### config.mk
export PLATFORM = sky130hd
export DESIGN_NAME = pwe_ctrl
export DESIGN_NICKNAME = d
export VERILOG_FILES = /design/src/sv/precision_weighted_error_update_assert.svh /design/src/sv/pwe_pkg.sv /design/src/sv/pwe_ctrl.sv
export SDC_FILE = /design/constraint.sdc
export NUM_CORES = 1
export LEC_CHECK = 0
export ABC_AREA = 1
export BUFFER_PORTS_ARGS = -buffer_cell sky130_fd_sc_hd__buf_4
export CAP_MARGIN = 20
export CORE_AREA = 2 2 39 41
export DETAILED_ROUTE_END_ITERATION = 10
export DIE_AREA = 0 0 41 43
export GPL_ROUTABILITY_DRIVEN = 0
export SLEW_MARGIN = 10
export SYNTH_ARGS = -nofsm -noshare
export SYNTH_HDL_FRONTEND = slang
export SYNTH_SLANG_ARGS = --single-unit
export TNS_END_PERCENT = 5
### constraint.sdc
create_clock -name clk -period 1.43 [get_ports clk]
set_input_delay 0.286 -clock clk [delete_from_list [all_inputs] [get_ports clk]]
set_output_delay 0.286 -clock clk [all_outputs]
set_load 0.05 [all_outputs]
### src/sv/precision_weighted_error_update_assert.svh
// Assertion macros shared by the precision update block.
`ifndef PRECISION_WEIGHTED_ERROR_UPDATE_ASSERT_SVH
`define PRECISION_WEIGHTED_ERROR_UPDATE_ASSERT_SVH

// Same-cycle implication, sampled on clk, idle during reset.
`define PWE_ASSERT_IMP(lbl, ante, cons) \
lbl: assert property (@(posedge clk) disable iff (!rst_n) (ante) |-> (cons)) \
    else $error("pwe check failed");

// Next-cycle implication, sampled on clk, idle during reset.
`define PWE_ASSERT_NXT(lbl, ante, cons) \
lbl: assert property (@(posedge clk) disable iff (!rst_n) (ante) |=> (cons)) \
    else $error("pwe check failed");

`endif

### src/sv/pwe_pkg.sv
`default_nettype none
package pwe_pkg;

    localparam int LP_LIMIT  = 20480;
    localparam int DIV_STEPS = 43;
    localparam int RECIP5    = 52429;

    localparam logic [23:0]        P_ONE       = 24'd65536;
    localparam logic [15:0]        RATE_RESET  = 16'd655;
    localparam logic [8:0]         BATCH_RESET = 9'd1;
    localparam logic [46:0]        T_MAX       = {47{1'b1}};
    localparam logic signed [47:0] E48_MAX     = {1'b0, {47{1'b1}}};
    localparam logic signed [47:0] E48_MIN     = {1'b1, {47{1'b0}}};

    localparam longint ONE_Q24  = 64'sd16777216;
    localparam longint HALF_Q24 = 64'sd8388608;
    localparam longint DIV1     = 64'sd16777216;
    localparam longint DIV2     = 64'sd33554432;
    localparam longint DIV3     = 64'sd50331648;
    localparam longint DIV4     = 64'sd67108864;
    localparam longint DIV5     = 64'sd83886080;

    typedef enum logic [0:0] {
        CFG_PRECISION_RATE = 1'b0,
        CFG_BATCH_SIZE     = 1'b1
    } cfg_index_t;

    typedef enum logic [3:0] {
        ST_CLEAR,
        ST_IDLE,
        ST_ADDR,
        ST_READ,
        ST_MULT,
        ST_SUM,
        ST_ACC,
        ST_SCALE,
        ST_LOAD,
        ST_DIV,
        ST_LP,
        ST_IDX,
        ST_RECIP,
        ST_ROM,
        ST_DONE
    } state_t;

    typedef struct packed {
        logic clr;
        logic accept;
        logic addr;
        logic rd;
        logic mult;
        logic sum;
        logic acc;
        logic scale;
        logic load;
        logic step;
        logic lp;
        logic idx;
        logic recip;
        logic rom;
        logic finish;
    } cmd_t;

    typedef struct packed {
        logic clear_done;
        logic last;
        logic div_done;
        logic out_free;
    } status_t;

    function automatic logic signed [47:0] sat48(input logic signed [49:0] v);
        logic signed [47:0] r;
        if (v[49:47] != {3{v[49]}})
        begin
            r = v[49] ? E48_MIN : E48_MAX;
        end
        else
        begin
            r = v[47:0];
        end
        return r;
    endfunction

    function automatic logic ovf48(input logic signed [49:0] v);
        return v[49:47] != {3{v[49]}};
    endfunction

    // exp(l/4096) in Q8.16: short series on l/131072, then square five times
    function automatic logic [23:0] exp_q16(input longint l);
        longint r;
        longint h;
        longint unsigned u;
        int k;
        r = l * 128;
        h = ONE_Q24;
        h = ONE_Q24 + (r * h) / DIV5;
        h = ONE_Q24 + (r * h) / DIV4;
        h = ONE_Q24 + (r * h) / DIV3;
        h = ONE_Q24 + (r * h) / DIV2;
        h = ONE_Q24 + (r * h) / DIV1;
        u = unsigned'(h);
        for (k = 0; k < 5; k++)
        begin
            u = (u * u + unsigned'(HALF_Q24)) >> 24;
        end
        u = (u + 64'd128) >> 8;
        if (u > 64'hFFFFFF)
        begin
            u = 64'hFFFFFF;
        end
        return u[23:0];
    endfunction

endpackage
`default_nettype wire

### src/sv/pwe_ctrl.sv
`default_nettype none
module pwe_ctrl (
    input  wire logic             clk,
    input  wire logic             rst_n,
    input  wire logic             in_valid,
    output logic                  in_ready,
    input  wire pwe_pkg::status_t status,
    output pwe_pkg::cmd_t         cmd
);

    pwe_pkg::state_t state_reg;
    pwe_pkg::state_t state_next;

    always_ff @(posedge clk or negedge rst_n)
    begin
        if (!rst_n)
        begin
            state_reg <= pwe_pkg::ST_CLEAR;
        end
        else
        begin
            state_reg <= state_next;
        end
    end

    always_comb
    begin
        state_next = state_reg;
        cmd        = '0;
        in_ready   = 1'b0;
        unique case (state_reg)
            pwe_pkg::ST_CLEAR:
            begin
                cmd.clr = 1'b1;
                if (status.clear_done)
                begin
                    state_next = pwe_pkg::ST_IDLE;
                end
            end
            pwe_pkg::ST_IDLE:
            begin
                in_ready   = 1'b1;
                cmd.accept = in_valid;
                if (in_valid)
                begin
                    state_next = pwe_pkg::ST_ADDR;
                end
            end
            pwe_pkg::ST_ADDR:
            begin
                cmd.addr   = 1'b1;
                state_next = pwe_pkg::ST_READ;
            end
            pwe_pkg::ST_READ:
            begin
                cmd.rd     = 1'b1;
                state_next = pwe_pkg::ST_MULT;
            end
            pwe_pkg::ST_MULT:
            begin
                cmd.mult   = 1'b1;
                state_next = pwe_pkg::ST_SUM;
            end
            pwe_pkg::ST_SUM:
            begin
                cmd.sum    = 1'b1;
                state_next = pwe_pkg::ST_ACC;
            end
            pwe_pkg::ST_ACC:
            begin
                cmd.acc    = 1'b1;
                state_next = status.last ? pwe_pkg::ST_SCALE : pwe_pkg::ST_DONE;
            end
            pwe_pkg::ST_SCALE:
            begin
                cmd.scale  = 1'b1;
                state_next = pwe_pkg::ST_LOAD;
            end
            pwe_pkg::ST_LOAD:
            begin
                cmd.load   = 1'b1;
                state_next = pwe_pkg::ST_DIV;
            end
            pwe_pkg::ST_DIV:
            begin
                cmd.step = !status.div_done;
                if (status.div_done)
                begin
                    state_next = pwe_pkg::ST_LP;
                end
            end
            pwe_pkg::ST_LP:
            begin
                cmd.lp     = 1'b1;
                state_next = pwe_pkg::ST_IDX;
            end
            pwe_pkg::ST_IDX:
            begin
                cmd.idx    = 1'b1;
                state_next = pwe_pkg::ST_RECIP;
            end
            pwe_pkg::ST_RECIP:
            begin
                cmd.recip  = 1'b1;
                state_next = pwe_pkg::ST_ROM;
            end
            pwe_pkg::ST_ROM:
            begin
                cmd.rom    = 1'b1;
                state_next = pwe_pkg::ST_DONE;
            end
            pwe_pkg::ST_DONE:
            begin
                // hold until the output register can take the result
                cmd.finish = status.out_free;
                if (status.out_free)
                begin
                    state_next = pwe_pkg::ST_IDLE;
                end
            end
            default:
            begin
                state_next = pwe_pkg::ST_IDLE;
            end
        endcase
    end

endmodule
`default_nettype wire

==> flow_summary.yaml <==
run_status:
  status: "finished with violations"
  violations: "setup timing"
drt:
  met1_length_um: 480
  ant_nets: 0
  via_per_inst: 4.53
  wl_met2_um: 647
  drt-initial-drc-count: 4
  dr.max_layer_used: "met3"
  vias: 543
  wl_um: 1190
  drcViolationCount: 0
  wire_per_inst_um: 9.94
  wl_met3_um: 65
  first_pass_iters: 4
die:
  row_count: 14
  io_pins: 23
  core-area_um2: 1380
  die_h_um: 43
  start_util_pct: 29.5
  die-area_um2: 1760
  die_w_um: 41
layout:
  final_cell_count_no_fill: 120
  syn2layout_area_growth_pct: 84.7
  antenna_cells: 0
  drive_above_1_share_pct: 53.8
  largest_reg_flops: 4
  mostFrequentLayoutCells: "nand2_1, buf_6, nor2_1"
  nNetsFinal: 113
  post-route-util_pct: 54.4
  fillers: 140
  stdcell_area_um2: 753
power_and_ir_drop:
  p_leak_nw: 0.409
  p_total_mw: 1.77
  power_density_nw_per_um2: 2350
  max-vdd-ir-drop_uv: 1270
sta:
  setup_tns_ns: -0.736
  finalCritPeriodShare_pct: 107
  hold-worst-slack_ns: 0.388
  hold_viol_final: 0
  rsz0062_at_grt: "true"
  setup_viol: 16
  worst_pin_slew_ns: 0.200
  skew_ns: 0.000275
  maxSlewHeadroom_pct: 86.7
  finalCriticalPeriod_ns: 1.52
  worst_slack_ns: -0.0947
  fmax_mhz: 656
  slew_violations: 0
logic_synthesis:
  ys_seq_area_share_pct: 24.5
  yosysUniqueCellTypes: 13
  synth_top_area_cell: "dfrtp_1"
  ys_top_cells_by_area: "dfrtp_1, nor2_1, nand2_1"
  syn_nets: 83
  yosysWarningCount: 0
  yosysTopAreaCellShare_pct: 24.5
  syn_area_um2: 408
  syn_avg_cell_area_um2: 5.37
  synth_cells: 76
  yosys_register_bits: 4
critical_path:
  required_ns: 1.14
  endpoint_kind: "output pin"
  path_class: "reg2out"
  critPathLaunch: "state_reg[1]"
  r2r_start: "state_reg[3]"
  start_kind: "flop"
  path_max_fanout: 6
  arrival_ns: 1.24
clock_tree:
  clkTransAtPathRegs_ns: 0.04
  clock_sinks: 4
  cts_buffer_depth: 2
  htreeDepth: 1
  cts_tree: "done"
  ctsRootBufferMaster: "clkbuf_4"
  clk_latency_ns: 0.23
  cts_made_buffers: 3
global_routing:
  antenna_found_initial: 0
  grtUsageTotal_pct: 15.9
  overflow: 0
  grt_pass1_vias: 522
  grt_max_degree: 8
  grt_first_pass_wirelength_um: 1960
place:
  dp.cells: 114
  dp_worst_setup_slack_ns: 0.0692
  hpwl_um: 999
  post_dp_cell_area_um2: 606
  io_buffer_count: 22
job:
  drv_cap: 0
hold_path:
  hold_class: "in2async"
==> layout make-up <==
cell class / instances / area (µm²) / share of cell area, %
Multi-Input combinational cell: 56 / 299 / 39.7
Timing Repair Buffer: 25 / 246 / 32.7
Sequential cell: 4 / 105 / 14.0
Inverter: 16 / 60.1 / 7.97
Clock buffer: 3 / 22.5 / 2.99
Tap cell: 16 / 20.0 / 2.66
==> cells in the mapped netlist <==
library cell	instances
dfrtp_1	4
nand3_2	1
a21oi_2	1
nor2_2	1
a21oi_1	1
nand2_2	3
nand3_1	5
nand2_1	17
inv_1	11
nor3_1	3
nor2_1	20
o21ai_0	4
inv_2	5
==> worst max-delay path: stages, from the launching register on <==
cell	delay [ns]
dfrtp_2	0.45
inv_2	0.10
nand2_4	0.08
nor3_4	0.20
buf_6	0.18
==> metal layers <==
layer	GRT usage [%]	vias to the layer above
li1	-	291
met1	17.2	233
met2	29.1	19
met3	1.57	0
met4	6.00	0
met5	0	-
==> logic make-up after synthesis <==
family,Yosys count,share of synthesized area [%]
DFF,4,24.5
and+or+nand+nor,50,52.5
AOI/OAI and AO/OA,6,8.28
buffers and inverters,16,14.7
==> worst paths after layout <==
kind | end | slack [ns] | cells after the start
max in group asynchronous | state_reg[2] | 0.93 | 2
worst max register to register | state_reg[0] | 0.15 | 7
worst min register to register | state_reg[0] | 0.67 | 2
worst min-delay path | state_reg[0] | 0.39 | 2
min in group clk | state_reg[3] | 0.39 | 4
worst max-delay path | cmd[13] | -0.09 | 4
==> where the power goes <==
| group | total [mW] | leakage, nW | internal [mW] | switching [mW] |
|---|---|---|---|---|
| logic | 1.33 | 0.350 | 0.448 | 0.887 |
| clock network | 0.137 | 0.0138 | 0.0937 | 0.0437 |
| registers | 0.296 | 0.0449 | 0.181 | 0.114 |
| total | 1.77 | 0.409 | 0.723 | 1.05 |
==> timing repair <==
| item | CTS | global route |
|---|---|---|
| setup endpoints to repair | 16 | 16 |
| gates cloned | 0 | 0 |
| endpoints found under the hold margin | 4 | 0 |
| gates resized for setup | 25 | 8 |
| buffers inserted | 1 | 1 |
| pin swaps | 1 | 0 |
| hold buffers | 1 | 0 |
Power figures use the tool's default switching activity.
